## src/rtl/core/sab_pkg.sv

```systemverilog
// Shared types and constants for the space charge bin accumulator.
`default_nettype none
package sab_pkg;

    localparam logic [1:0] CMD_HIT    = 2'd0;
    localparam logic [1:0] CMD_EVENT  = 2'd1;
    localparam logic [1:0] CMD_READ   = 2'd2;
    localparam logic [1:0] CMD_UNUSED = 2'd3;

    localparam logic [2:0] CFG_R_MINIMUM      = 3'd0;
    localparam logic [2:0] CFG_Z_MINIMUM      = 3'd1;
    localparam logic [2:0] CFG_R_BIN_WIDTH    = 3'd2;
    localparam logic [2:0] CFG_Z_BIN_WIDTH    = 3'd3;
    localparam logic [2:0] CFG_GAS_W_VALUE    = 3'd4;
    localparam logic [2:0] CFG_GEM_ION_FACTOR = 3'd5;
    localparam logic [2:0] CFG_DRIFT_FRACTION = 3'd6;
    localparam logic [2:0] CFG_MODE_BITS      = 3'd7;

    localparam logic [23:0] ION_POTENTIAL_MEV = 24'd20770;
    localparam logic [19:0] PAIR_ENERGY_MEV   = 20'd35970;

    localparam int SQRT_STEPS = 17;
    localparam int DIV_STEPS  = 24;

    typedef struct packed {
        logic        [15:0] r_minimum;
        logic signed [16:0] z_minimum;
        logic        [15:0] r_bin_width;
        logic        [15:0] z_bin_width;
        logic        [19:0] gas_w_value;
        logic        [23:0] gem_ion_factor;
        logic        [31:0] drift_fraction;
        logic        [1:0]  mode_bits;
    } t_cfg;

    typedef enum logic [4:0] {
        S_CLEAR, S_IDLE, S_SQX, S_SQY, S_SUM, S_SQRT, S_DRZ, S_DIVR, S_RB,
        S_DIVZ, S_ZB, S_DIVQ, S_QSET, S_GLO, S_GHI, S_GSUM, S_RD1, S_WR1,
        S_RD2, S_WR2, S_EVT, S_EVT_CHK, S_COL, S_RDB, S_RDD, S_FIN
    } t_state;

    typedef enum logic [4:0] {
        OP_NONE, OP_CLR, OP_LOAD, OP_SQX, OP_SQY, OP_SUM, OP_SQRT, OP_DRZ,
        OP_DIV, OP_RB, OP_ZB, OP_QSET, OP_GLO, OP_GHI, OP_GSUM, OP_RD_HIT,
        OP_WR_HIT, OP_RD_B0, OP_WR_B0, OP_EVT, OP_HEAD, OP_COL, OP_RDB,
        OP_RDD, OP_OUT
    } t_dp_op;

    typedef struct packed {
        logic outside;
        logic carry;
        logic primary;
    } t_dp_sts;

endpackage
`default_nettype wire

```

## src/rtl/core/sab_ctrl.sv

```systemverilog
// Sequencing state machine for the space charge bin accumulator.
`default_nettype none
module sab_ctrl
    import sab_pkg::*;
#(
    parameter int RADIAL_BINS = 32,
    parameter int AXIAL_BINS  = 128,
    parameter int CW          = 13
) (
    input  wire logic          i_clk,
    input  wire logic          i_rst_n,
    input  wire logic          i_in_valid,
    output logic               o_in_ready,
    input  wire logic [1:0]    i_cmd,
    output logic               o_out_valid,
    input  wire logic          i_out_ready,
    input  wire t_dp_sts       i_sts,
    output t_dp_op             o_op,
    output logic [CW-1:0]      o_cnt
);
    localparam int DEPTH = RADIAL_BINS * AXIAL_BINS;

    t_state        r_state, n_state;
    logic [CW-1:0] r_cnt, n_cnt;
    logic          r_out_valid, n_out_valid;
    t_dp_op        w_op;

    always_ff @(posedge i_clk) begin
        if (!i_rst_n) begin
            r_state     <= S_CLEAR;
            r_cnt       <= '0;
            r_out_valid <= 1'b0;
        end else begin
            r_state     <= n_state;
            r_cnt       <= n_cnt;
            r_out_valid <= n_out_valid;
        end
    end

    always_comb begin
        n_state = r_state;
        n_cnt   = r_cnt;
        w_op    = OP_NONE;
        unique case (r_state)
            S_CLEAR: begin
                w_op  = OP_CLR;
                n_cnt = r_cnt + 1'b1;
                if (r_cnt == CW'(DEPTH - 1)) begin
                    n_cnt   = '0;
                    n_state = S_IDLE;
                end
            end
            S_IDLE: begin
                if (i_in_valid) begin
                    w_op = OP_LOAD;
                    unique case (i_cmd)
                        CMD_HIT:   n_state = S_SQX;
                        CMD_EVENT: n_state = S_EVT;
                        CMD_READ:  n_state = S_RDB;
                        default:   n_state = S_FIN;
                    endcase
                end
            end
            S_SQX: begin
                w_op    = OP_SQX;
                n_state = S_SQY;
            end
            S_SQY: begin
                w_op    = OP_SQY;
                n_state = S_SUM;
            end
            S_SUM: begin
                w_op    = OP_SUM;
                n_cnt   = '0;
                n_state = S_SQRT;
            end
            S_SQRT: begin
                w_op  = OP_SQRT;
                n_cnt = r_cnt + 1'b1;
                if (r_cnt == CW'(SQRT_STEPS - 1)) begin
                    n_cnt   = '0;
                    n_state = S_DRZ;
                end
            end
            S_DRZ: begin
                w_op    = OP_DRZ;
                n_state = S_DIVR;
            end
            S_DIVR, S_DIVZ, S_DIVQ: begin
                w_op  = OP_DIV;
                n_cnt = r_cnt + 1'b1;
                if (r_cnt == CW'(DIV_STEPS - 1)) begin
                    n_cnt = '0;
                    if (r_state == S_DIVR) begin
                        n_state = S_RB;
                    end else if (r_state == S_DIVZ) begin
                        n_state = S_ZB;
                    end else begin
                        n_state = S_QSET;
                    end
                end
            end
            S_RB: begin
                w_op    = OP_RB;
                n_state = S_DIVZ;
            end
            S_ZB: begin
                w_op    = OP_ZB;
                n_state = S_DIVQ;
            end
            S_QSET: begin
                w_op    = OP_QSET;
                n_state = i_sts.outside ? S_FIN : S_GLO;
            end
            S_GLO: begin
                w_op    = OP_GLO;
                n_state = S_GHI;
            end
            S_GHI: begin
                w_op    = OP_GHI;
                n_state = S_GSUM;
            end
            S_GSUM: begin
                w_op    = OP_GSUM;
                n_state = S_RD1;
            end
            S_RD1: begin
                w_op    = OP_RD_HIT;
                n_state = S_WR1;
            end
            S_WR1: begin
                w_op    = OP_WR_HIT;
                n_state = i_sts.primary ? S_FIN : S_RD2;
            end
            S_RD2: begin
                w_op    = OP_RD_B0;
                n_state = S_WR2;
            end
            S_WR2: begin
                w_op    = OP_WR_B0;
                n_state = S_FIN;
            end
            S_EVT: begin
                w_op    = OP_EVT;
                n_state = S_EVT_CHK;
            end
            S_EVT_CHK: begin
                if (i_sts.carry) begin
                    w_op    = OP_HEAD;
                    n_cnt   = '0;
                    n_state = S_COL;
                end else begin
                    n_state = S_FIN;
                end
            end
            S_COL: begin
                w_op  = OP_COL;
                n_cnt = r_cnt + 1'b1;
                if (r_cnt == CW'(RADIAL_BINS - 1)) begin
                    n_cnt   = '0;
                    n_state = S_FIN;
                end
            end
            S_RDB: begin
                w_op    = OP_RDB;
                n_state = S_RDD;
            end
            S_RDD: begin
                w_op    = OP_RDD;
                n_state = S_FIN;
            end
            S_FIN: begin
                if (!r_out_valid || i_out_ready) begin
                    w_op    = OP_OUT;
                    n_state = S_IDLE;
                end
            end
            default: n_state = S_IDLE;
        endcase

        n_out_valid = r_out_valid;
        if (r_out_valid && i_out_ready) begin
            n_out_valid = 1'b0;
        end
        if (w_op == OP_OUT) begin
            n_out_valid = 1'b1;
        end
    end

    assign o_in_ready  = (r_state == S_IDLE);
    assign o_out_valid = r_out_valid;
    assign o_op        = w_op;
    assign o_cnt       = r_cnt;
endmodule
`default_nettype wire

```

## config.mk

```make
export PLATFORM = sky130hd
export DESIGN_NAME = sab_ctrl
export DESIGN_NICKNAME = d
export VERILOG_FILES = /design/src/rtl/core/sab_pkg.sv /design/src/rtl/core/sab_ctrl.sv
export SDC_FILE = /design/constraint.sdc
export NUM_CORES = 1
export LEC_CHECK = 0
export BUFFER_PORTS_ARGS = -buffer_cell sky130_fd_sc_hd__buf_2
export CAP_MARGIN = 20
export CORE_MARGIN = 2
export CORE_UTILIZATION = 63
export CTS_BUF_LIST = sky130_fd_sc_hd__clkbuf_4 sky130_fd_sc_hd__clkbuf_8
export CTS_CLUSTER_DIAMETER = 60
export DETAILED_ROUTE_END_ITERATION = 10
export PLACE_DENSITY = 0.88
export SLEW_MARGIN = 30
export SYNTH_ARGS = -nofsm -noshare
export SYNTH_HDL_FRONTEND = slang
export SYNTH_SLANG_ARGS = --single-unit
```

## constraint.sdc

```tcl
create_clock -name i_clk -period 4.6 [get_ports i_clk]
set_clock_uncertainty 0.05 [all_clocks]
set_input_delay 0.92 -clock i_clk [delete_from_list [all_inputs] [get_ports i_clk]]
set_output_delay 0.92 -clock i_clk [all_outputs]
set_load 0.01 [all_outputs]
```

# Yosys cells after proc, flatten, opt, wreduce, memory -nomap -nowiden

Index checks and enable logic that the tools add are counted.

Multipliers: 0
Shift operators: 0
$add $sub $neg: 1
Magnitude comparators: 0
Reduce and logical (&&, ||, !) cells: 11
Bitwise logic cells: 0
Divide/modulo/power cells: 0
Eq/ne operators: 39
Muxes and demuxes: 25

Operators with widths:

| operator              | count |
|---|---|
| $pmux 5 s24           | 1 |
| $pmux 5 s23           | 1 |
| $pmux 13 s6           | 1 |
| $mux 13               | 5 |
| $eq 5x5->1 const B    | 11 |
| $mux 5                | 9 |
| $eq 5x4->1 const B    | 8 |
| $eq 13x5->1 const B   | 3 |
| $eq 5x3->1 const B    | 4 |
| $pmux 5 s3            | 1 |
| $ne 2x2->1 const B    | 7 |
| $add 13x1->13 const B | 1 |
| $eq 13x12->1 const B  | 1 |
| $eq 5x2->1 const B    | 2 |
| $mux 4                | 2 |
| $mux 3                | 2 |
| $reduce_and 6->1      | 1 |
| $reduce_bool 6->1     | 1 |
| $eq 5x1->1 const B    | 1 |
| $logic_not 5->1       | 1 |
| $reduce_or 3->1       | 1 |
| $eq 2x1->1 const B    | 1 |
| $eq 2x2->1 const B    | 1 |
| $logic_not 2->1       | 1 |
| other kinds (8)       | 9 |

Memory bits (read-only): 0
RAM bits: 0
Register bits: 19
Latch bits: 0
Word-level logic and storage cells: 79
Output and inout bits: 20
Input port bits: 9
Memories kept: 0

# Longest topological paths before layout

Gate-level depths: netlist (run 1).

Word-level depth: 6
Gate-level depth with buffers: 9
Gate-level depth less buffers: 8

# Worst setup path after synthesis (run 1)

No wires, ideal clock.

Kind: input port to output port
Start point: input port i_out_ready
End point: output port o_op[3]
Setup slack: 2.105 ns
Buffers on the path: 0
Stages: 3
Required time: 3.630 ns
Data arrival time: 1.525 ns
Path through: nor2b_1 > o22ai_1 > a211o_1

Cells in the longest elaborated chain, start to end: 3

Ends and longest elaborated chain:

| element            | line            | RTL |
|---|---|---|
| start: declaration | sab_ctrl.sv:16  | `input wire logic i_out_ready,` |
| $logic_or 1x1->1   | sab_ctrl.sv:173 | `if (!r_out_valid \|\| i_out_ready) begin` |
| $mux 5             | sab_ctrl.sv:173 |  |
| $pmux 5 s24        | sab_ctrl.sv:44  | `unique case (r_state)` |
| end: declaration   | sab_ctrl.sv:18  | `output t_dp_op o_op,` |

No other way between the ends.

# Worst setup path after layout (run 1)

Start point: register r_state[1]
End point: output port o_op[2]

Cells in the longest elaborated chain, start to end: 3
Elaborated cells on any way between the ends: 28
Those cells by class: eq/ne: 25; mux: 1; reduce/logical: 2

Ends and longest elaborated chain:

| element                                  | line           | RTL |
|---|---|---|
| start: declaration                       | sab_ctrl.sv:23 | `t_state r_state, n_state;` |
| start signal: assignment                 | sab_ctrl.sv:34 | `r_state <= n_state;` |
| $eq 5x3->1 or $eq 5x4->1 (tied branches) | sab_ctrl.sv:44 |  |
| $reduce_or 3->1                          | sab_ctrl.sv:44 |  |
| $pmux 5 s24 *                            | sab_ctrl.sv:44 |  |

Every way passes the cells marked *; elsewhere a longest branch is shown, timed or not.

==> results.toml, run 1 <==
[sta]
setup_violations = 0
worstMarginPinSlew_ns = 0.8568
period_needed_ns = 3.330
rsz0062_at_grt = "no"
hold_viol_final = 0
layout_setup_ws_ns = 1.270
fmax_mhz = 300.3
relSlewSlack = 0.4280
timing.final.crit_share = 0.7240
drv_slew = 0
finalSetupTns_ns = 0

[critical_path]
path_class = "reg2out"
cp-end-kind = "output port"
critical_path.top_delay_family = "flip-flops"
start_kind = "flop"
arrival_ns = 2.36
reg2reg_from = "r_state[2]"
worst-path-buf-inv = 2
crit_slowest_cell = "dfxtp_1"
startpoint = "r_state[1]"
path_cells = "clkinv_1 -> nand2_1 -> a21oi_1 -> o211ai_1 -> o31a_1 -> buf_2"
critPathMaxStageDelay_ns = 0.89
crit_fanout = 27
rrSetupSlack_ns = 1.80
required_ns = 3.63

[routing]
ant_nets = 0
post-route-drc-count = 0
wl_per_cell_um = 14.69
viasPerCell = 6.347
drt-initial-drc-count = 115
routed_wl_um = 4025
vias = 1739
firstDrtPassIters = 5

[final_layout]
fillCellCount = 208
drive_gt1_frac = 0.1803
areaGrowthSynthToFinish_pct = 6.166
fin_nets = 259
mostFrequentLayoutCells = "28 x nor2_1, 28 x buf_2, 21 x a21oi_1, 18 x nand2_1, 18 x dfxtp_1"
diodes = 0

[clocking]
cts_buffers = 3
cts_resized = 0
root_buffer = "clkbuf_4"
hold_buffers = 0
clkTransAtPathRegs_ns = 0.10
clock_sinks = 19
insertion_delay_ns = 0.31
cts_max_path_buffers = 2
h-tree-depth = 1
tritoncts = "yes"
post-cts-setup-buffers = 0

[yosys]
synth_edf_count = 0
synth.avg_cell_area_um2 = 7.322
ys_seq_elements = 19
synth-seq-area-share = 0.2259
syn_nets = 244
synthFlopType = "dfxtp_1"
syn_inst = 230
async_reset_ff_frac = 0
synth.distinct_cells = 57
syn_area_mm2 = 0.001684
ys_warn_count = 0

[floorplan]
initial_core_util = 0.6737
io_pins = 29
die_w_um = 55.70
die_area_mm2 = 0.003102
num_rows = 18
core_mm2 = 0.002500
die_h_um = 55.70

[global_routing]
grt_pass1_vias = 1433
grt_util_all_layers = 0.2687
grt_overflow = 0
grt_max_degree = 35
antenna_found_initial = 0
grt_pass1_wl_um = 6768

[job]
drv_cap = 0

[hold_path]
hold_path.class = "reg2reg"
min_from = "o_cnt[11]"

[power]
p_sw_frac = 0.4101
switching_power_uw = 206.3
ir_drop_v = 0.0002593
leakagePower_nw = 0.6725
combPwrFrac = 0.381
seqPwrFrac = 0.434
p_int_uw = 296.8
power_density_mw_per_mm2 = 281.4
p_clk_frac = 0.185

[status]
outcome = "finished, final reports clean"

[place]
gp_congestion = 0.9393
numPortBuffers = 28
dp_slack_ns = 1.653
hpwlAfterDp_um = 2834
[sequential cells by signal (all words and copies together), names as in the netlist]
name / cells
o_cnt: 13
r_state: 5
o_out_valid: 1
[metal layers]
metal | vias to the layer above | global-route usage | routed length [um]
met5 | - | 0 | 0
met4 | 0 | 0.06272 | 52
met3 | 6 | 0.05349 | 405
met2 | 103 | 0.3946 | 1762
met1 | 766 | 0.4026 | 1805
li1 | 864 | - | -
[final timing paths]
| check | endpoint | cells after the start |
|---|---|---|
| worst max-delay path | o_op[2] | 6 |
| worst min-delay path | o_cnt[11] | 2 |
| worst max register to register | o_cnt[1] | 6 |
| worst min register to register | o_cnt[11] | 2 |
[logic make-up (layout without fill, tap and decap cells)]
group                    Yosys count  count (layout)  share of synthesized area
AND/OR/NAND/NOR                   91              91                     0.2734
AO/OA/AOI/OAI                     71              71                     0.2897
buffers and inverters             28              42                    0.08914
flip-flops                        19              19                     0.2259
XOR/XNOR                          14              14                    0.07281
adder cells (fa/ha/maj)            5               5                    0.03715
multiplexers                       2               2                    0.01189
[cells in the mapped netlist, types with 4 or more instances]
library cell	n	share of area
nand2_1	18	0.040
buf_4	4	0.018
ha_1	5	0.037
nand4_1	5	0.019
o32ai_1	4	0.021
nor3_1	9	0.027
dfxtp_1	19	0.23
a21oi_1	21	0.062
buf_2	5	0.015
and3_1	4	0.015
inv_1	6	0.013
o21ai_0	13	0.039
clkbuf_1	5	0.011
nand2b_1	6	0.022
nand3_1	5	0.015
nor2_1	28	0.062
xnor2_1	13	0.068
[cell type report]
cell class / instances / area, um2 / area share
multi-input cells: 183 / 1160 / 0.6487
flip-flops and latches: 19 / 381.6 / 0.2134
repair buffers: 28 / 140.1 / 0.07838
inverters: 10 / 38.79 / 0.02169
well taps: 30 / 37.54 / 0.02099
clock buffers: 4 / 30.03 / 0.01680
[power by group through the flow]
stage / Combinational, mW / Sequential (mW) / Clock (mW)
after global placement: 0.184 / 0.218 / 0
after detailed placement: 0.187 / 0.220 / 0
after global routing: 0.212 / 0.224 / 0.103
after floorplan: 0.165 / 0.198 / 0
final: 0.191 / 0.218 / 0.0933
after CTS: 0.188 / 0.217 / 0.0927
[worst reg2reg max path, cell delays in order (launching register included)]
cell and delay, ns:
dfxtp_1 0.89, inv_2 0.23, nor2_1 0.27, o21ai_1 0.33
and2_1 0.32, o31ai_4 0.48, nor2_1 0.11
[per-stage QoR]
step / cell area (um2) / cells / util / hold slack, ns / total power [mW]
floorplan: 1684 / 230 / - / 0.5207 / 0.3632
finish: 1788 / 274 / 0.7152 / 0.5344 / 0.5031
detailed placement: 1750 / 270 / 0.7002 / 0.5101 / 0.4064
CTS: 1780 / 274 / 0.7122 / 0.5379 / 0.4974
global route: 1788 / 274 / 0.7152 / 0.5717 / 0.5385
global placement: 1750 / 270 / 0.7002 / 0.5061 / 0.4022
No activity file was read; power rests on OpenSTA's default activity.
==> inputs of run 2 (changes only) <==
--- a/config.mk
+++ b/config.mk
@@ -8,11 +8,11 @@
 export BUFFER_PORTS_ARGS = -buffer_cell sky130_fd_sc_hd__buf_2
 export CAP_MARGIN = 20
 export CORE_MARGIN = 2
-export CORE_UTILIZATION = 63
+export CORE_UTILIZATION = 53
 export CTS_BUF_LIST = sky130_fd_sc_hd__clkbuf_4 sky130_fd_sc_hd__clkbuf_8
 export CTS_CLUSTER_DIAMETER = 60
 export DETAILED_ROUTE_END_ITERATION = 10
-export PLACE_DENSITY = 0.88
+export PLACE_DENSITY = 0.79
 export SLEW_MARGIN = 30
 export SYNTH_ARGS = -nofsm -noshare
 export SYNTH_HDL_FRONTEND = slang
==> constraint.sdc (replaced) <==
create_clock -name i_clk -period 2.95 [get_ports i_clk]
set_clock_uncertainty 0.05 [all_clocks]
set_input_delay 0.59 -clock i_clk [delete_from_list [all_inputs] [get_ports i_clk]]
set_output_delay 0.59 -clock i_clk [all_outputs]
set_load 0.01 [all_outputs]
==> run 2 against run 1 <==
Sequential share of layout area down 0.68 points. Routed wire length rose by 6.6%. Critical path depth rose by 1. Core utilization down 11 points. Via count is 0.69% higher. Total power is 56% higher. Hold slack better by 0.0015 ns. Non-clock buffer count rose by 6. Sequential power rose by 50%. Clock power grew 39%. Critical path type unchanged. Critical endpoint is now o_op[1]. Largest power group is now combinational logic.
==> results.toml, run 2 (synthesis results as in run 1) <==
[global_routing]
grt_overflow = 0
grt_util_all_layers = 0.2434
grt_pass1_wl_um = 6906
grt_max_degree = 22
antenna_found_initial = 0
grt_pass1_vias = 1466

[critical_path]
critPathMaxStageDelay_ns = 0.66
cp-end-kind = "output port"
crit_fanout = 14
arrival_ns = 2.04
required_ns = 2.31
crit_slowest_cell = "dfxtp_1"
start_kind = "flop"
worst-path-buf-inv = 2
path_class = "reg2out"
critical_path.top_delay_family = "flip-flops"
path_cells = "clkinv_2 -> nor2_1 -> nand2_1 -> nand3_1 -> o211ai_1 -> o21ai_0 -> buf_2"

[status]
outcome = "finished, final reports clean"

[power]
power_density_mw_per_mm2 = 426.2
leakagePower_nw = 0.7035
ir_drop_v = 0.0005197

[final_layout]
diodes = 0
drive_gt1_frac = 0.1920
multi_input_area_mm2 = 0.001154
areaGrowthSynthToFinish_pct = 9.287
fin_nets = 265
largest_register_ffs = 13
ff_latch_area_um2 = 380.4
fillCellCount = 291
fin_cells = 294
mostFrequentLayoutCells = "28 x nor2_1, 28 x buf_2, 21 x a21oi_1, 19 x dfxtp_1, 18 x nand2_1"

[clocking]
h-tree-depth = 1
root_buffer = "clkbuf_4"
insertion_delay_ns = 0.30
tritoncts = "yes"
cts_resized = 0
cts_buffers = 3
clkTransAtPathRegs_ns = 0.10
cts_max_path_buffers = 2
clock_sinks = 19
post-cts-setup-buffers = 0
hold_buffers = 0

[place]
numPlacedInstances = 290
numPortBuffers = 28
gp_congestion = 0.9619
dp_slack_ns = 0.4208
hpwlAfterDp_um = 3185

[sta]
setup_violations = 0
relSlewSlack = 0.5288
timing.final.crit_share = 0.9087
layout_setup_ws_ns = 0.2694
hold_viol_final = 0
fmax_mhz = 373.1
finalSetupTns_ns = 0
worstMarginPinSlew_ns = 0.7059
rsz0062_at_grt = "no"
drv_slew = 0
period_needed_ns = 2.681

[routing]
routed_wl_um = 4290
post-route-drc-count = 0
ant_nets = 0
wl_per_cell_um = 14.59
vias = 1751
firstDrtPassIters = 5
viasPerCell = 5.956
drt-initial-drc-count = 134

[floorplan]
core_mm2 = 0.003028
die_w_um = 60.37
die_h_um = 60.37
io_pins = 29
die_area_mm2 = 0.003645
num_rows = 20
initial_core_util = 0.5562

[hold_path]
hold_path.class = "reg2reg"

[job]
drv_cap = 0
==> run 2: path summary, 6_finish.rpt <==
check,startpoint,to,slack [ns],depth (start not counted)
setup / recovery,r_state[3],o_op[1],0.27,7
hold reg to reg,o_cnt[11],o_cnt[11],0.54,2
hold / removal,o_cnt[11],o_cnt[11],0.54,2
setup reg to reg,r_state[0],o_cnt[3],0.37,6
==> run 2: layer usage <==
layer	share of wire	GRT usage	up-vias
li1	-	-	875
met1	0.48	0.3747	774
met2	0.42	0.3494	98
met3	0.095	0.05970	4
met4	0.0068	0.03492	0
met5	0	0	-
==> run 2: layout make-up <==
| type | instances | area share |
|---|---|---|
| multi-input cells | 183 | 0.6268 |
| flip-flops and latches | 19 | 0.2067 |
| inverters | 10 | 0.02107 |
| clock inverters | 1 | 0.002719 |
| clock buffers | 3 | 0.01224 |
| repair buffers | 34 | 0.1006 |
| well taps | 44 | 0.02991 |
==> run 2: metrics by stage <==
stage	hold WS (ns)	util	area [um2]	power, mW
6_report	0.5359	0.6079	1841	0.7843
5_1_grt	0.5433	0.6079	1841	0.8407
4_1_cts	0.5376	0.6079	1841	0.7816
3_5_place_dp	0.5197	0.5988	1813	0.6519
3_3_place_gp	0.5002	0.5988	1813	0.6512
2_1_floorplan	0.5207	-	1684	0.5664
==> run 2: report_power, final <==
part           leakage, nW  total (mW)  internal (mW)  switching (mW)
clock               0.0177       0.130         0.0505          0.0796
sequential           0.154       0.326          0.277          0.0481
combinational        0.532       0.329          0.133           0.196
==> run 2: worst min-delay path, cell delays in order (launching register included) <==
cell	delay, ns
dfxtp_1	0.39
xnor2_1	0.09
nor2_1	0.07
==> inputs of run 3 (changes only) <==
--- a/config.mk
+++ b/config.mk
@@ -8,11 +8,12 @@
 export BUFFER_PORTS_ARGS = -buffer_cell sky130_fd_sc_hd__buf_2
 export CAP_MARGIN = 20
 export CORE_MARGIN = 2
-export CORE_UTILIZATION = 53
+export CORE_UTILIZATION = 30
 export CTS_BUF_LIST = sky130_fd_sc_hd__clkbuf_4 sky130_fd_sc_hd__clkbuf_8
 export CTS_CLUSTER_DIAMETER = 60
 export DETAILED_ROUTE_END_ITERATION = 10
-export PLACE_DENSITY = 0.79
+export HOLD_SLACK_MARGIN = 0.06
+export PLACE_DENSITY = 0.54
 export SLEW_MARGIN = 30
 export SYNTH_ARGS = -nofsm -noshare
 export SYNTH_HDL_FRONTEND = slang
==> run 3 against run 2 <==
Total power up 7.4%. Hold slack worse by 0.011 ns. Setup slack improved by 0.093 ns. Clock-buffer cell count unchanged. Critical path depth unchanged. Via count rose by 2.1%. Sequential power down 3%. Critical path type unchanged.
==> results.toml, run 3 (synthesis results as in run 1) <==
[final_layout]
diodes = 0
mostFrequentLayoutCells = "28 x nor2_1, 28 x buf_2, 21 x a21oi_1, 19 x dfxtp_1, 18 x nand2_1"
largest_register_ffs = 13
areaGrowthSynthToFinish_pct = 13.37
fin_nets = 267
design_area_mm2 = 0.001909
drive_gt1_frac = 0.1984

[clocking]
cts_buffers = 3
insertion_delay_ns = 0.26
cts_resized = 0
post-cts-setup-buffers = 0
clkTransAtPathRegs_ns = 0.08
hold_buffers = 0
h-tree-depth = 1
tritoncts = "yes"
cts_max_path_buffers = 2
clock_sinks = 19
root_buffer = "clkbuf_8"

[sta]
rsz0062_at_grt = "no"
timing.final.crit_share = 0.8770
period_needed_ns = 2.587
drv_slew = 0
hold_viol_final = 0
setup_violations = 0
worstMarginPinSlew_ns = 0.6009
holdWs_ns = 0.5252
finalSetupTns_ns = 0
relSlewSlack = 0.5994
fmax_mhz = 386.5

[critical_path]
reg2reg_depth = 7
reg2reg_from = "r_state[3]"
arrival_ns = 1.95
reg2reg_to = "o_cnt[0]"
cpMostUsedCell = "nor2_1"
path_cells = "clkinv_2 -> nor2_1 -> nand2_1 -> nor2_1 -> a21oi_1 -> o21ai_0 -> buf_2"
rrSetupSlack_ns = 0.63
crit_slowest_cell = "dfxtp_1"
start_kind = "flop"
critPathMaxStageDelay_ns = 0.64
cp-end-kind = "output port"
required_ns = 2.31
path_class = "reg2out"
crit_fanout = 15

[global_routing]
grt_util_all_layers = 0.1565
grt_pass1_vias = 1619
grt_max_degree = 34
grt_overflow = 0
grt_pass1_wl_um = 8052
antenna_found_initial = 0

[floorplan]
die_area_mm2 = 0.006229
initial_core_util = 0.3077
die_w_um = 78.93
core_mm2 = 0.005473
io_pins = 29
num_rows = 27
die_h_um = 78.93

[routing]
wl_per_cell_um = 14.34
routed_wl_um = 4647
vias = 1787
drt-initial-drc-count = 235
viasPerCell = 5.515
firstDrtPassIters = 4
post-route-drc-count = 0
ant_nets = 0

[power]
p_sw_frac = 0.3995
combPwrFrac = 0.401
seqPwrFrac = 0.376
leakagePower_nw = 0.7208
switching_power_uw = 336.4
p_clk_frac = 0.223
p_int_uw = 505.6
power_density_mw_per_mm2 = 441.0
ir_drop_v = 0.0002182

[job]
drv_cap = 0

[place]
hpwlAfterDp_um = 3358
placed_area_mm2 = 0.001863
gp_congestion = 0.9408
numPortBuffers = 28

[status]
outcome = "finished, final reports clean"

[hold_path]
min_from = "o_cnt[11]"
hold_path.class = "reg2reg"
holdPathEnd = "o_cnt[11]"
min_path_cells = 2
[run 3: critical path: cells and delay by family (launching register included)]
kind	cells	cell delay (ns)
AND/OR/NAND/NOR	3	0.46
buffers and inverters	2	0.42
flip-flops	1	0.64
AO/OA/AOI/OAI	2	0.17
[run 3: per-stage QoR]
| stage | std cells | util | total power, mW | setup WS [ns] |
|---|---|---|---|---|
| detailed placement | 320 | 0.3404 | 0.6554 | 0.6541 |
| finish | 324 | 0.3489 | 0.8420 | 0.3627 |
| CTS | 324 | 0.3489 | 0.8441 | 0.3956 |
| global route | 324 | 0.3489 | 0.9066 | 0.2354 |
| floorplan | 230 | - | 0.5664 | 0.9175 |
| global placement | 320 | 0.3404 | 0.6587 | 0.6736 |
[run 3: cell type report]
class / instances / area, um2
timing repair buffer: 36 / 200.2
clock buffer: 3 / 41.29
sequential: 19 / 380.4
tap: 72 / 90.09
fill: 606 / 3563
multi-input combinational: 183 / 1154
clock inverter: 1 / 5.005
inverter: 10 / 38.79
[run 3: worst max path at each step]
stage	startpoint	end	slack, ns	cells after the start
finish	r_state[3]	o_op[1]	0.36	7
global route	r_state[3]	o_op[1]	0.24	7
CTS	r_state[3]	o_op[1]	0.40	7
detailed placement	r_state[3]	o_cnt[12]	0.65	7
global placement	r_state[3]	o_cnt[3]	0.67	6
floorplan	r_state[2]	o_op[1]	0.92	6
[run 3: routing by layer]
layer / GRT usage / vias to the layer above / routed length (um) / share of wire
met5: 0 / - / 0 / 0
met4: 0.04828 / 0 / 94 / 0.020
met3: 0.02273 / 11 / 332 / 0.071
met2: 0.2393 / 70 / 2056 / 0.44
met1: 0.2267 / 826 / 2164 / 0.47
li1: - / 880 / - / -
[run 3: power groups by stage]
| stage | clock [mW] | combinational, mW | sequential [mW] |
|---|---|---|---|
| 2_1_floorplan | 0 | 0.257 | 0.309 |
| 3_3_place_gp | 0 | 0.337 | 0.322 |
| 3_5_place_dp | 0 | 0.333 | 0.322 |
| 4_1_cts | 0.193 | 0.335 | 0.316 |
| 5_1_grt | 0.209 | 0.377 | 0.321 |
| 6_report | 0.187 | 0.338 | 0.317 |
